`config.mk`:
```
export PLATFORM = sky130hd
export DESIGN_NAME = keypad_code_entry_buffer
export DESIGN_NICKNAME = d
export VERILOG_FILES = /design/src/rtl/kcb_pkg.sv /design/src/rtl/kcb_ctrl.sv /design/src/rtl/kcb_datapath.sv /design/src/rtl/keypad_code_entry_buffer.sv
export VERILOG_INCLUDE_DIRS = /design/src /design/src/rtl
export SDC_FILE = /design/constraint.sdc
export NUM_CORES = 1
export LEC_CHECK = 0
export ABC_AREA = 1
export BUFFER_PORTS_ARGS = -buffer_cell sky130_fd_sc_hd__buf_2
export CORE_ASPECT_RATIO = 0.6
export CORE_MARGIN = 3
export CORE_UTILIZATION = 37
export CTS_BUF_LIST = sky130_fd_sc_hd__clkbuf_8 sky130_fd_sc_hd__clkbuf_16
export CTS_CLUSTER_SIZE = 8
export DETAILED_ROUTE_END_ITERATION = 6
export GPL_TIMING_DRIVEN = 0
export PLACE_DENSITY_LB_ADDON = 0.3
export SKIP_LAST_GASP = 1
export SYNTH_ARGS = -nofsm -noshare
export SYNTH_HDL_FRONTEND = slang
export SYNTH_SLANG_ARGS = --single-unit
```
`constraint.sdc`:
```
create_clock -name clock -period 4.55 [get_ports clock]
set_clock_uncertainty 0.15 [all_clocks]
set_input_delay 0.6825 -clock clock [delete_from_list [all_inputs] [get_ports clock]]
set_output_delay 0.6825 -clock clock [all_outputs]
set_load 0.02 [all_outputs]
```
`src/rtl/keypad_code_entry_buffer_defines.svh`:
```
// ----------------------------------------------------------------------------
// Keypad code entry buffer: assertion macros
// Shared concurrent assertion macros; empty bodies when SYNTHESIS is defined.
// ----------------------------------------------------------------------------
`ifndef KEYPAD_CODE_ENTRY_BUFFER_DEFINES_SVH
`define KEYPAD_CODE_ENTRY_BUFFER_DEFINES_SVH

`ifndef SYNTHESIS

// same-cycle implication
`define KCB_ASSERT_IMP(lbl, clk, rst, pre, post) \
   lbl: assert property (@(posedge clk) disable iff (rst) (pre) |-> (post)) \
      else $error("kcb assertion failed");

// next-cycle implication
`define KCB_ASSERT_NXT(lbl, clk, rst, pre, post) \
   lbl: assert property (@(posedge clk) disable iff (rst) (pre) |=> (post)) \
      else $error("kcb assertion failed");

`else

`define KCB_ASSERT_IMP(lbl, clk, rst, pre, post)
`define KCB_ASSERT_NXT(lbl, clk, rst, pre, post)

`endif

`endif

```
`src/rtl/kcb_pkg.sv`:
```
// ----------------------------------------------------------------------------
// kcb_pkg
// Types, codes and the key map shared by the keypad code entry buffer.
// ----------------------------------------------------------------------------
package kcb_pkg;

   localparam int ENTRY_DEPTH_DEF = 16;

   localparam logic [15:0] TIMEOUT_RESET = 16'd30000;
   localparam logic [16:0] IDLE_MAX      = 17'h1FFFF;

   localparam logic [7:0] ASCII_ZERO = 8'd48;
   localparam logic [7:0] CHAR_POUND = 8'h23;
   localparam logic [7:0] CHAR_STAR  = 8'h2A;

   localparam logic [3:0] SYM_STAR  = 4'd10;
   localparam logic [3:0] SYM_POUND = 4'd11;

   localparam logic KIND_KEY  = 1'b0;
   localparam logic KIND_TICK = 1'b1;

   // response status codes
   localparam logic [1:0] ST_IGNORED  = 2'd0;
   localparam logic [1:0] ST_OVERFLOW = 2'd1;
   localparam logic [1:0] ST_EDIT     = 2'd2;
   localparam logic [1:0] ST_CHAR     = 2'd3;

   typedef struct packed {
      logic       kind;
      logic [7:0] scan_code;
      logic       alarm_busy;
      logic       voice_busy;
   } kcb_req_type;

   typedef struct packed {
      logic [1:0] status;
      logic [7:0] entry_char;
      logic [4:0] fill_level;
      logic       last;
   } kcb_rsp_type;

   // controller -> datapath
   typedef struct packed {
      logic take_item;
      logic emit_step;
   } kcb_cmd_type;

   // datapath -> controller
   typedef struct packed {
      logic out_free;
      logic completes;
      logic emit_final;
   } kcb_stat_type;

   // scan code (0..16) to symbol: digits, star or pound
   function automatic logic [3:0] key_sym(input logic [4:0] code);
      logic [3:0] sym;
      case (code)
         5'd1:    sym = 4'd1;
         5'd2:    sym = 4'd2;
         5'd3:    sym = 4'd3;
         5'd4:    sym = 4'd4;
         5'd5:    sym = 4'd5;
         5'd6:    sym = 4'd6;
         5'd7:    sym = 4'd9;
         5'd8:    sym = 4'd8;
         5'd9:    sym = SYM_STAR;
         5'd11:   sym = SYM_POUND;
         5'd16:   sym = 4'd7;
         default: sym = 4'd0;
      endcase
      return sym;
   endfunction

endpackage

```
`src/rtl/kcb_ctrl.sv`:
```
// ----------------------------------------------------------------------------
// kcb_ctrl
// Sequencer: takes transactions while idle, then walks a completed entry out.
// ----------------------------------------------------------------------------
`include "keypad_code_entry_buffer_defines.svh"

module kcb_ctrl
   import kcb_pkg::*;
(
   input  logic         clock,
   input  logic         reset,
   input  logic         req_valid,
   output logic         req_ready,
   input  kcb_stat_type status,
   output kcb_cmd_type  cmd
);

   typedef enum logic [1:0] {
      S_IDLE,
      S_LOAD,   // lets the read port see the final write
      S_EMIT
   } state_type;

   state_type state_ff;
   state_type state_in;

   assign req_ready     = (state_ff == S_IDLE) && status.out_free;
   assign cmd.take_item = req_valid && req_ready;
   assign cmd.emit_step = (state_ff == S_EMIT) && status.out_free;

   always_comb begin
      state_in = state_ff;
      case (state_ff)
         S_IDLE: begin
            if (cmd.take_item && status.completes) begin
               state_in = S_LOAD;
            end
         end
         S_LOAD: begin
            state_in = S_EMIT;
         end
         S_EMIT: begin
            if (cmd.emit_step && status.emit_final) begin
               state_in = S_IDLE;
            end
         end
         default: begin
            state_in = S_IDLE;
         end
      endcase
   end

   always_ff @(posedge clock) begin
      if (reset) begin
         state_ff <= S_IDLE;
      end else begin
         state_ff <= state_in;
      end
   end

   `KCB_ASSERT_NXT(a_complete_to_load, clock, reset, cmd.take_item && status.completes, state_ff == S_LOAD)
   `KCB_ASSERT_NXT(a_load_to_emit, clock, reset, state_ff == S_LOAD, state_ff == S_EMIT)
   `KCB_ASSERT_NXT(a_final_to_idle, clock, reset, cmd.emit_step && status.emit_final, state_ff == S_IDLE)

endmodule

```
`src/rtl/kcb_datapath.sv`:
```
// ----------------------------------------------------------------------------
// kcb_datapath
// Key decode, entry store, idle timer, fill count and response register.
// ----------------------------------------------------------------------------
`include "keypad_code_entry_buffer_defines.svh"

module kcb_datapath
   import kcb_pkg::*;
#(
   parameter int ENTRY_DEPTH = ENTRY_DEPTH_DEF
) (
   input  logic         clock,
   input  logic         reset,
   input  logic         csr_wr_en,
   input  logic [15:0]  csr_wr_data,
   input  kcb_req_type  req_data,
   input  logic         rsp_ready,
   output logic         rsp_valid,
   output kcb_rsp_type  rsp_data,
   input  kcb_cmd_type  cmd,
   output kcb_stat_type status
);

   localparam int AW = (ENTRY_DEPTH > 1) ? $clog2(ENTRY_DEPTH) : 1;
   localparam int FW = $clog2(ENTRY_DEPTH + 1);

   logic [15:0]   timeout_ff;
   logic [16:0]   idle_ff,  idle_in;
   logic [FW-1:0] fill_ff,  fill_in;
   logic [AW-1:0] emit_idx_ff, emit_idx_in;
   logic [AW-1:0] emit_end_ff;
   logic [7:0]    entry_store_ff [ENTRY_DEPTH];
   logic [7:0]    rd_data_ff;
   logic          rsp_valid_ff, rsp_valid_in;
   kcb_rsp_type   rsp_data_ff,  rsp_data_in;

   logic          code_bad, key_ok, stale, full;
   logic          is_star, is_pound;
   logic          do_delete, do_append, do_complete;
   logic          key_take, tick_take, load_key, mem_we;
   logic [3:0]    sym;
   logic [FW-1:0] fill_eff;
   logic [FW+4:0] fill_wide;
   logic [7:0]    wr_char;
   logic          out_free;

   // ---- key decode ----
   assign code_bad = (|req_data.scan_code[7:5])
                   | (req_data.scan_code[4] & (|req_data.scan_code[3:0]));
   assign key_ok   = !code_bad && !req_data.alarm_busy && !req_data.voice_busy;
   assign sym      = key_sym(req_data.scan_code[4:0]);
   assign is_star  = (sym == SYM_STAR);
   assign is_pound = (sym == SYM_POUND);

   // stale partial entry is dropped before the key is applied
   assign stale    = (fill_ff != '0) && (idle_ff > {1'b0, timeout_ff});
   assign fill_eff = stale ? '0 : fill_ff;
   assign full     = (fill_eff >= FW'(ENTRY_DEPTH));

   assign do_delete   = key_ok && !full && is_star && (fill_eff != '0);
   assign do_append   = key_ok && !full && !is_star && !is_pound;
   assign do_complete = key_ok && !full && (is_pound || (is_star && (fill_eff == '0)));

   assign key_take  = cmd.take_item && (req_data.kind == KIND_KEY);
   assign tick_take = cmd.take_item && (req_data.kind == KIND_TICK);
   assign load_key  = key_take && !do_complete;
   assign mem_we    = key_take && (do_append || do_complete);

   assign wr_char = do_append ? (ASCII_ZERO + {4'b0000, sym})
                              : (is_pound ? CHAR_POUND : CHAR_STAR);

   // ---- next state ----
   always_comb begin
      fill_in = fill_ff;
      idle_in = idle_ff;
      if (tick_take && (idle_ff != IDLE_MAX)) begin
         idle_in = idle_ff + 17'd1;
      end
      if (key_take && key_ok) begin
         idle_in = '0;
         if (do_delete) begin
            fill_in = fill_eff - FW'(1);
         end else if (do_append) begin
            fill_in = fill_eff + FW'(1);
         end else begin
            fill_in = '0;   // overflow or completion
         end
      end
   end

   assign status.emit_final = (emit_idx_ff == emit_end_ff);

   always_comb begin
      emit_idx_in = emit_idx_ff;
      if (key_take && do_complete) begin
         emit_idx_in = '0;
      end else if (cmd.emit_step && !status.emit_final) begin
         emit_idx_in = emit_idx_ff + AW'(1);
      end
   end

   // ---- response register ----
   assign out_free  = !rsp_valid_ff || rsp_ready;
   assign fill_wide = {5'b00000, fill_in};

   always_comb begin
      rsp_valid_in = rsp_valid_ff && !rsp_ready;
      rsp_data_in  = rsp_data_ff;
      if (load_key) begin
         rsp_valid_in           = 1'b1;
         rsp_data_in.status     = !key_ok ? ST_IGNORED : (full ? ST_OVERFLOW : ST_EDIT);
         rsp_data_in.entry_char = 8'd0;
         rsp_data_in.fill_level = fill_wide[4:0];
         rsp_data_in.last       = 1'b1;
      end else if (cmd.emit_step) begin
         rsp_valid_in           = 1'b1;
         rsp_data_in.status     = ST_CHAR;
         rsp_data_in.entry_char = rd_data_ff;
         rsp_data_in.fill_level = 5'd0;
         rsp_data_in.last       = status.emit_final;
      end
   end

   always_ff @(posedge clock) begin
      if (reset) begin
         timeout_ff   <= TIMEOUT_RESET;
         idle_ff      <= '0;
         fill_ff      <= '0;
         emit_idx_ff  <= '0;
         emit_end_ff  <= '0;
         rsp_valid_ff <= 1'b0;
      end else begin
         if (csr_wr_en) begin
            timeout_ff <= csr_wr_data;
         end
         idle_ff      <= idle_in;
         fill_ff      <= fill_in;
         emit_idx_ff  <= emit_idx_in;
         rsp_valid_ff <= rsp_valid_in;
         if (key_take && do_complete) begin
            emit_end_ff <= fill_eff[AW-1:0];
         end
      end
   end

   always_ff @(posedge clock) begin
      rsp_data_ff <= rsp_data_in;
   end

   // entry store: one write port, one registered read port
   always_ff @(posedge clock) begin
      if (mem_we) begin
         entry_store_ff[fill_eff[AW-1:0]] <= wr_char;
      end
      rd_data_ff <= entry_store_ff[emit_idx_in];
   end

   assign status.out_free  = out_free;
   assign status.completes = (req_data.kind == KIND_KEY) && do_complete;
   assign rsp_valid        = rsp_valid_ff;
   assign rsp_data         = rsp_data_ff;

   `KCB_ASSERT_IMP(a_fill_range, clock, reset, 1'b1, fill_ff <= FW'(ENTRY_DEPTH))
   `KCB_ASSERT_IMP(a_no_overwrite, clock, reset, load_key || cmd.emit_step, out_free)
   `KCB_ASSERT_NXT(a_emit_char, clock, reset, cmd.emit_step, rsp_valid_ff && (rsp_data_ff.status == ST_CHAR))
   `KCB_ASSERT_IMP(a_emit_range, clock, reset, 1'b1, emit_idx_ff <= emit_end_ff)

endmodule

```
`src/rtl/keypad_code_entry_buffer.sv`:
```
// ----------------------------------------------------------------------------
// keypad_code_entry_buffer
// Collects keypad scan codes into a code entry and plays completed entries out.
// ----------------------------------------------------------------------------
// Each req transaction is either a key press or a one millisecond tick. A tick
// only advances the saturating idle timer and produces no response. A key
// produces exactly one response (ignored, overflow cleared or edit accepted),
// except pound, or star on an empty buffer, which completes the entry: the
// buffer then plays out one response per stored character with last set on
// the final one, and is cleared. Ticks and non-completing keys are taken
// whenever the block is idle and the response register is free, so a new
// transaction can be accepted in the same cycle that the previous response is
// taken. A completing key is accepted, then a load state lets the entry
// store's read port see the final write, then play-out gives one character
// per cycle while rsp is not stalled, paced by the single registered read
// port. No req transaction is taken during play-out.
// The idle timeout register is written through csr_wr_en / csr_wr_data and
// must only be written while the block is idle. There is no clearing pass
// after reset; entry store words are always written before they are read.
// ----------------------------------------------------------------------------
module keypad_code_entry_buffer
   import kcb_pkg::*;
#(
   parameter int ENTRY_DEPTH = ENTRY_DEPTH_DEF   // characters per entry, 2..31 (fill_level is 5 bits)
) (
   input  logic        clock,
   input  logic        reset,

   // idle timeout, milliseconds
   input  logic        csr_wr_en,
   input  logic [15:0] csr_wr_data,

   // key / tick transactions
   input  logic        req_valid,
   output logic        req_ready,
   input  kcb_req_type req_data,

   // response transactions
   output logic        rsp_valid,
   input  logic        rsp_ready,
   output kcb_rsp_type rsp_data
);

   kcb_cmd_type  cmd;
   kcb_stat_type status;

   // sequencer: idle / load / play-out
   kcb_ctrl u_ctrl (
      .clock     (clock),
      .reset     (reset),
      .req_valid (req_valid),
      .req_ready (req_ready),
      .status    (status),
      .cmd       (cmd)
   );

   // decode, store, timers and response register
   kcb_datapath #(
      .ENTRY_DEPTH (ENTRY_DEPTH)
   ) u_datapath (
      .clock       (clock),
      .reset       (reset),
      .csr_wr_en   (csr_wr_en),
      .csr_wr_data (csr_wr_data),
      .req_data    (req_data),
      .rsp_ready   (rsp_ready),
      .rsp_valid   (rsp_valid),
      .rsp_data    (rsp_data),
      .cmd         (cmd),
      .status      (status)
   );

endmodule
```
; Word level (Yosys, flattened, before mapping)
; Memories as Yosys holds them, arrays and structs flattened. A register that Yosys moved wholly into a read port is not among the register bits.
; Index checks and enable logic that the tools add are counted.
[op_classes]
add_sub_neg = 5
n_lt_le_gt_ge = 2
n_eq_ne = 8
mux = 19
n_bitwise = 3
reduce_logical = 47
[op_table]
columns = op, n
row1 = $mux W16, 2
row2 = $logic_and A1 B1 Y1, 25
row3 = $mux W5, 4
row4 = $add A17 B1 Y17 const B, 1
row5 = $gt A17 B16 Y1, 1
row6 = $ne A17 B17 Y1 const B, 1
row7 = $mux W4, 3
row8 = $logic_not A1 Y1, 10
row9 = $reduce_bool A5 Y1, 2
row10 = $eq A4 B4 Y1 const B, 2
row11 = $mux W2, 4
row12 = $mux W8, 1
row13 = $add A6 B4 Y7 const A, 1
row14 = $pmux W2 S3, 1
row15 = $add A5 B1 Y5 const B, 1
row16 = $ge A5 B5 Y1 const B, 1
row17 = $logic_not A5 Y1, 1
row18 = $sub A5 B1 Y5 const B, 1
row19 = $add A4 B1 Y4 const B, 1
row20 = $eq A4 B4 Y1, 1
row21 = $mux W1, 4
row22 = $ne A2 B2 Y1 const B, 2
row23 = $reduce_or A4 Y1, 1
row24 = $logic_or A1 B1 Y1, 3
row25 = other kinds (10), 10
[totals]
ff_bits = 65
ram_bits = 128
rom_bits = 128
inputBits = 32
output_inout_bits = 18
word_cells = 97
mem_count = 2
[mem_list]
columns = name, words, word_bits, rd, rd_clocked_by_memory_dff, wr, line
row1 = (name not given), 32, 4, 1, 0, 0, kcb_pkg.sv:58  ; case (code)
row2 = u_datapath.entry_store_ff, 16, 8, 1, 1, 1, kcb_datapath.sv:32  ; logic [7:0] entry_store_ff [ENTRY_DEPTH];

; Depth between registers and ports, before layout
[logic_depth]
ltp_word = 13
mapped_depth = 25
depth_no_buf = 23

; Cells and area by module
; Synthesis repeated with hierarchy kept, for this count alone.
[hier_totals]
cells_unflattened = 815
area_unflattened_um2 = 7085.5
[by_module_without_submodules]
columns = module, n_inst, cells_per_inst, area_per_inst_um2, seq_area_each_um2
row1 = kcb_datapath, 1, 795, 6967.9, 3793.6
row2 = kcb_ctrl, 1, 20, 117.6, 40.0

; Least setup slack after synthesis
; Ideal clock, no wire load.
[synth_timing]
kind = flip-flop to flip-flop
from = register u_datapath.idle_ff[10]
to = memory u_datapath.entry_store_ff[15][0] (enable)
setup_ps = 374
arrival_ps = 2611
required_ps = 4026
setup_slack_ps = 1415
stages_incl_launch_ff = 18
path_buffers = 2
synth_period_minus_slack_ps = 3135
cell_sequence = dfxtp_1 -> ha_1 -> nand2_1 -> nor2_1 -> nand2_1 -> nor2_1 -> a21oi_2 -> nand2_4 -> nand2_1 -> ha_1 -> nand2_2 -> nand2_2 -> nand3_2 -> buf_6 -> buf_2 -> nand2_1 -> inv_1 -> nor3_1
[synth_via]
elab_chain_len = 12
elab_cells_between_ends = 16
cone_classes = 2 x order compare / 3 x mux / 11 x reduce/logical
[synth_rtl]
columns = item, line
row1 = start: declaration, kcb_datapath.sv:28  ; logic [16:0] idle_ff, idle_in;
row2 = start signal: assignment, kcb_datapath.sv:136  ; idle_ff <= idle_in;
row3 = $gt A17 B16 Y1 (*), kcb_datapath.sv:56  ; assign stale = (fill_ff != '0) && (idle_ff > {1'b0, timeout_ff});
row4 = $logic_and A1 B1 Y1 (*), kcb_datapath.sv:56
row5 = $mux W5 (*), kcb_datapath.sv:57  ; assign fill_eff = stale ? '0 : fill_ff;
row6 = $ge A5 B5 Y1, kcb_datapath.sv:58  ; assign full = (fill_eff >= FW'(ENTRY_DEPTH));
row7 = $logic_not A1 Y1, "kcb_datapath.sv:61, kcb_datapath.sv:62"
row8 = $logic_and A1 B1 Y1, "kcb_datapath.sv:61, kcb_datapath.sv:62"
row9 = $logic_and A1 B1 Y1 (2 in series), kcb_datapath.sv:61  ; assign do_append = key_ok && !full && !is_star && !is_pound;
row10 = $logic_or A1 B1 Y1, kcb_datapath.sv:67  ; assign mem_we = key_take && (do_append || do_complete);
row11 = $logic_and A1 B1 Y1, kcb_datapath.sv:67
row12 = $mux W1, kcb_datapath.sv:152  ; if (mem_we) begin
row13 = $mux W1 (implied by the code), kcb_datapath.sv:153  ; entry_store_ff[fill_eff[AW-1:0]] <= wr_char;
row14 = end: declaration, kcb_datapath.sv:32
; Every way passes the cells marked *; elsewhere a longest branch is shown, timed or not.

; Final worst setup path
[layout_timing]
from = register u_datapath.timeout_ff[7]
to = memory u_datapath.entry_store_ff[15][0] (enable)
[layout_via]
elab_chain_len = 12
elab_cells_between_ends = 16
cone_classes = 2 x order compare / 3 x mux / 11 x reduce/logical
[layout_rtl]
columns = item, line
row1 = start: declaration, kcb_datapath.sv:27  ; logic [15:0] timeout_ff;
row2 = start signal: assignment, kcb_datapath.sv:134  ; timeout_ff <= csr_wr_data;
row3 = $gt A17 B16 Y1 (*), kcb_datapath.sv:56
row4 = $logic_and A1 B1 Y1 (*), kcb_datapath.sv:56
row5 = $mux W5 (*), kcb_datapath.sv:57
row6 = $ge A5 B5 Y1, kcb_datapath.sv:58
row7 = $logic_not A1 Y1, "kcb_datapath.sv:61, kcb_datapath.sv:62"
row8 = $logic_and A1 B1 Y1, "kcb_datapath.sv:61, kcb_datapath.sv:62"
row9 = $logic_and A1 B1 Y1 (2 in series), kcb_datapath.sv:61
row10 = $logic_or A1 B1 Y1, kcb_datapath.sv:67
row11 = $logic_and A1 B1 Y1, kcb_datapath.sv:67
row12 = $mux W1, kcb_datapath.sv:152
row13 = $mux W1 (implied by the code), kcb_datapath.sv:153
; Marks and branches as above.

==> impl_metrics.py <==
metrics = {
    "run_status": {
        "status": "complete, no violations",
    },
    "drt": {
        "drtIter0Drc": 592,
        "drc": 0,
        "via_per_inst": 5.08,
        "routed_wl_um": 18900,
        "wl_per_cell_um": 17.2,
        "drt.antenna.violating_nets": 0,
        "dr.pass1.iters": 5,
        "vias": 5603,
    },
    "floorplan": {
        "initial_core_util": 0.384,
        "die_h_um": 113,
        "rows": 38,
        "core_area_mm2": 0.0184,
        "ioPinCount": 50,
        "die-area_mm2": 0.0208,
        "die_w_um": 184,
    },
    "clocking": {
        "h-tree-depth": 4,
        "cts_resized": 0,
        "cts_tree": "done",
        "cts_setup_buffers": 0,
        "cts-root-buf": "clkbuf_16",
        "holdBufCountCts": 0,
        "cts_buffers": 17,
        "cts_buffer_depth": 2,
        "worstSkewPairLatency_ns": 0.43,
        "clk_pin_slew_ns": 0.07,
        "cts.sinks": 148,
    },
    "synthesis": {
        "synth_ff_type": "edfxtp_1",
        "synthMostInstantiatedCell": "nand2_1",
        "synth_top_area_share": 0.371,
        "synth_edf_count": 87,
        "yosysTopAreaCell": "edfxtp_1",
        "synth-seq-area-share": 0.544,
        "yosysUniqueCellTypes": 42,
        "synth.area.top_cells": "edfxtp_1, dfxtp_1, nand2_1",
        "avgSynthCellArea_um2": 9.01,
        "netlist_instances": 782,
        "synthTopCellsByCount": "nand2_1, inv_1, nand3_1",
        "syn_area_mm2": 0.00704,
        "synthArstFlopShare": 0,
        "synth-warning-count": 0,
        "ys_seq_elements": 148,
    },
    "power": {
        "p_per_area_mw_per_mm2": 353,
        "p_sw_frac": 0.224,
        "ir_drop_v": 0.000255,
        "p_int_uw": 2230,
        "p_seq_frac": 0.495,
        "clkPwrFrac": 0.468,
        "p_sw_uw": 646,
        "leakage_uw": 0.00358,
        "p_comb_frac": 0.037,
    },
    "setup_path": {
        "crit_fanout": 10,
        "required_ns": 4.44,
        "r2r_slack_ns": 0.31,
        "critPathCaptureType": "flop",
        "arrival_ns": 4.13,
        "critPathKind": "reg2reg",
        "start_kind": "flop",
    },
    "sta": {
        "relSlewSlack": 0.152,
        "rsz0062_at_grt": "false",
        "finalSetupViolCount": 0,
        "tightest_slew_ns": 1.27,
        "max_freq_ghz": 0.236,
        "layout_min_cycle_time_ns": 4.24,
        "period_share": 0.932,
        "hold_viol": 0,
        "final-max-slew-violation-count": 0,
    },
    "placed_design": {
        "placed_area_mm2": 0.00760,
        "io_buffers": 47,
        "gp_congestion": 0.923,
        "dp_cells": 1071,
        "dpl.hpwl_um": 14300,
    },
    "layout": {
        "antenna_cells": 0,
        "drive_above_1_share": 0.146,
        "fin_area_mm2": 0.00816,
        "final_cells": 1103,
        "area_growth_pct": 15.9,
        "layout.nets": 906,
    },
    "global_routing": {
        "antenna_found_initial": 0,
        "grt_max_degree": 17,
        "grt_pass1_wl_um": 29500,
        "grt.overflow.total": 0,
        "grt_pass1_vias": 5137,
        "grt.total_usage": 0.188,
    },
    "hold_path": {
        "hold_path_class": "reg2reg",
    },
    "job": {
        "cap_violations": 0,
    },
}
## per-stage QoR
step	TNS, ns	total power (uW)	hold WS [ns]	setup WS [ns]	utilization
after floorplan	0	1510	0.276	1.42	-
final	0	2880	0.297	0.311	0.445
after global placement	-0.136	1560	0.283	-0.0275	0.413
after global routing	0	2970	0.323	0.0895	0.445
after CTS	0	2890	0.298	0.444	0.445
after detailed placement	0	1560	0.288	0.490	0.414
## metal layers
layer  GRT usage  vias up  part of all wire
li1            -     2735                 -
met1       0.320     2630              0.55
met2       0.208      223              0.33
met3      0.0745       15              0.11
met4      0.0393        0            0.0060
met5           0        -                 0
## cell type report
class	count	area [um^2]
Fill cell	1781	10200
Sequential cell	148	3830
Multi-Input combinational cell	502	2670
Clock buffer	19	453
Inverter	107	402
Tap cell	240	300
Timing Repair Buffer	48	250
Buffer	26	149
Clock inverter	13	108
## final timing paths
check	from	depth (start not counted)	to
max	u_datapath.timeout_ff[7]	19	u_datapath.entry_store_ff[15][0]
min	u_datapath.rd_data_ff[0]	1	u_datapath.rsp_data[6]
max reg2reg	u_datapath.timeout_ff[7]	19	u_datapath.entry_store_ff[15][0]
min reg2reg	u_datapath.rd_data_ff[0]	1	u_datapath.rsp_data[6]
## registers in the layout, indices dropped and copies added, names as in the netlist
register	count
u_datapath.idle_ff	17
u_datapath.emit_end_ff	4
u_datapath.entry_store_ff	80
u_datapath.fill_ff	5
u_datapath.rd_data_ff	5
u_datapath.rsp_valid	1
u_datapath.rsp_data	14
u_ctrl.state_ff	2
u_datapath.timeout_ff	16
u_datapath.emit_idx_ff	4
## critical path, stage by stage (launching register included)
cell and delay (ns):
dfxtp_1 0.31, inv_1 0.07, ha_1 0.30, nand4_1 0.21
inv_1 0.12, nand2_1 0.05, nand2_1 0.10, nand2_1 0.07
nand2_2 0.09, nand2_4 0.09, nand2_1 0.28, ha_1 0.27
nand2_2 0.09, nand2_2 0.07, nand3_2 0.09, buf_6 0.17
buf_2 0.22, nand2_1 0.18, inv_1 0.09, nor3_1 0.81
## power groups by stage
stage	sequential [uW]	combinational [uW]	clock [uW]
after global routing	1430	120	1420
after floorplan	1460	58.6	0
after detailed placement	1450	104	0
final	1420	106	1350
after global placement	1450	102	0
after CTS	1420	105	1360
## cell usage in the layout (no fill, tap or decap), types with 6 or more instances in the layout
cell type and n:
inv_1 105, clkbuf_16 17, ha_1 24, or2_2 6, nand3b_1 16, a21oi_1 45
nand3_1 90, dfxtp_1 61, nor2_1 60, clkbuf_1 9, nor3_1 12, nand4_1 6
edfxtp_1 87, buf_2 55, xor2_1 10, o21ai_0 31, nand2_1 153
## kinds of logic after synthesis
group	Yosys count	share of synthesized area
AO/OA/AOI/OAI	93	0.0730
AND/OR/NAND/NOR	368	0.242
multiplexers	1	0.00142
adder cells (fa/ha/maj)	24	0.0426
other	1	0.000532
XOR/XNOR	14	0.0174
flip-flops	148	0.544
buffers and inverters	133	0.0782
No activity file was read; power rests on OpenSTA's default activity.
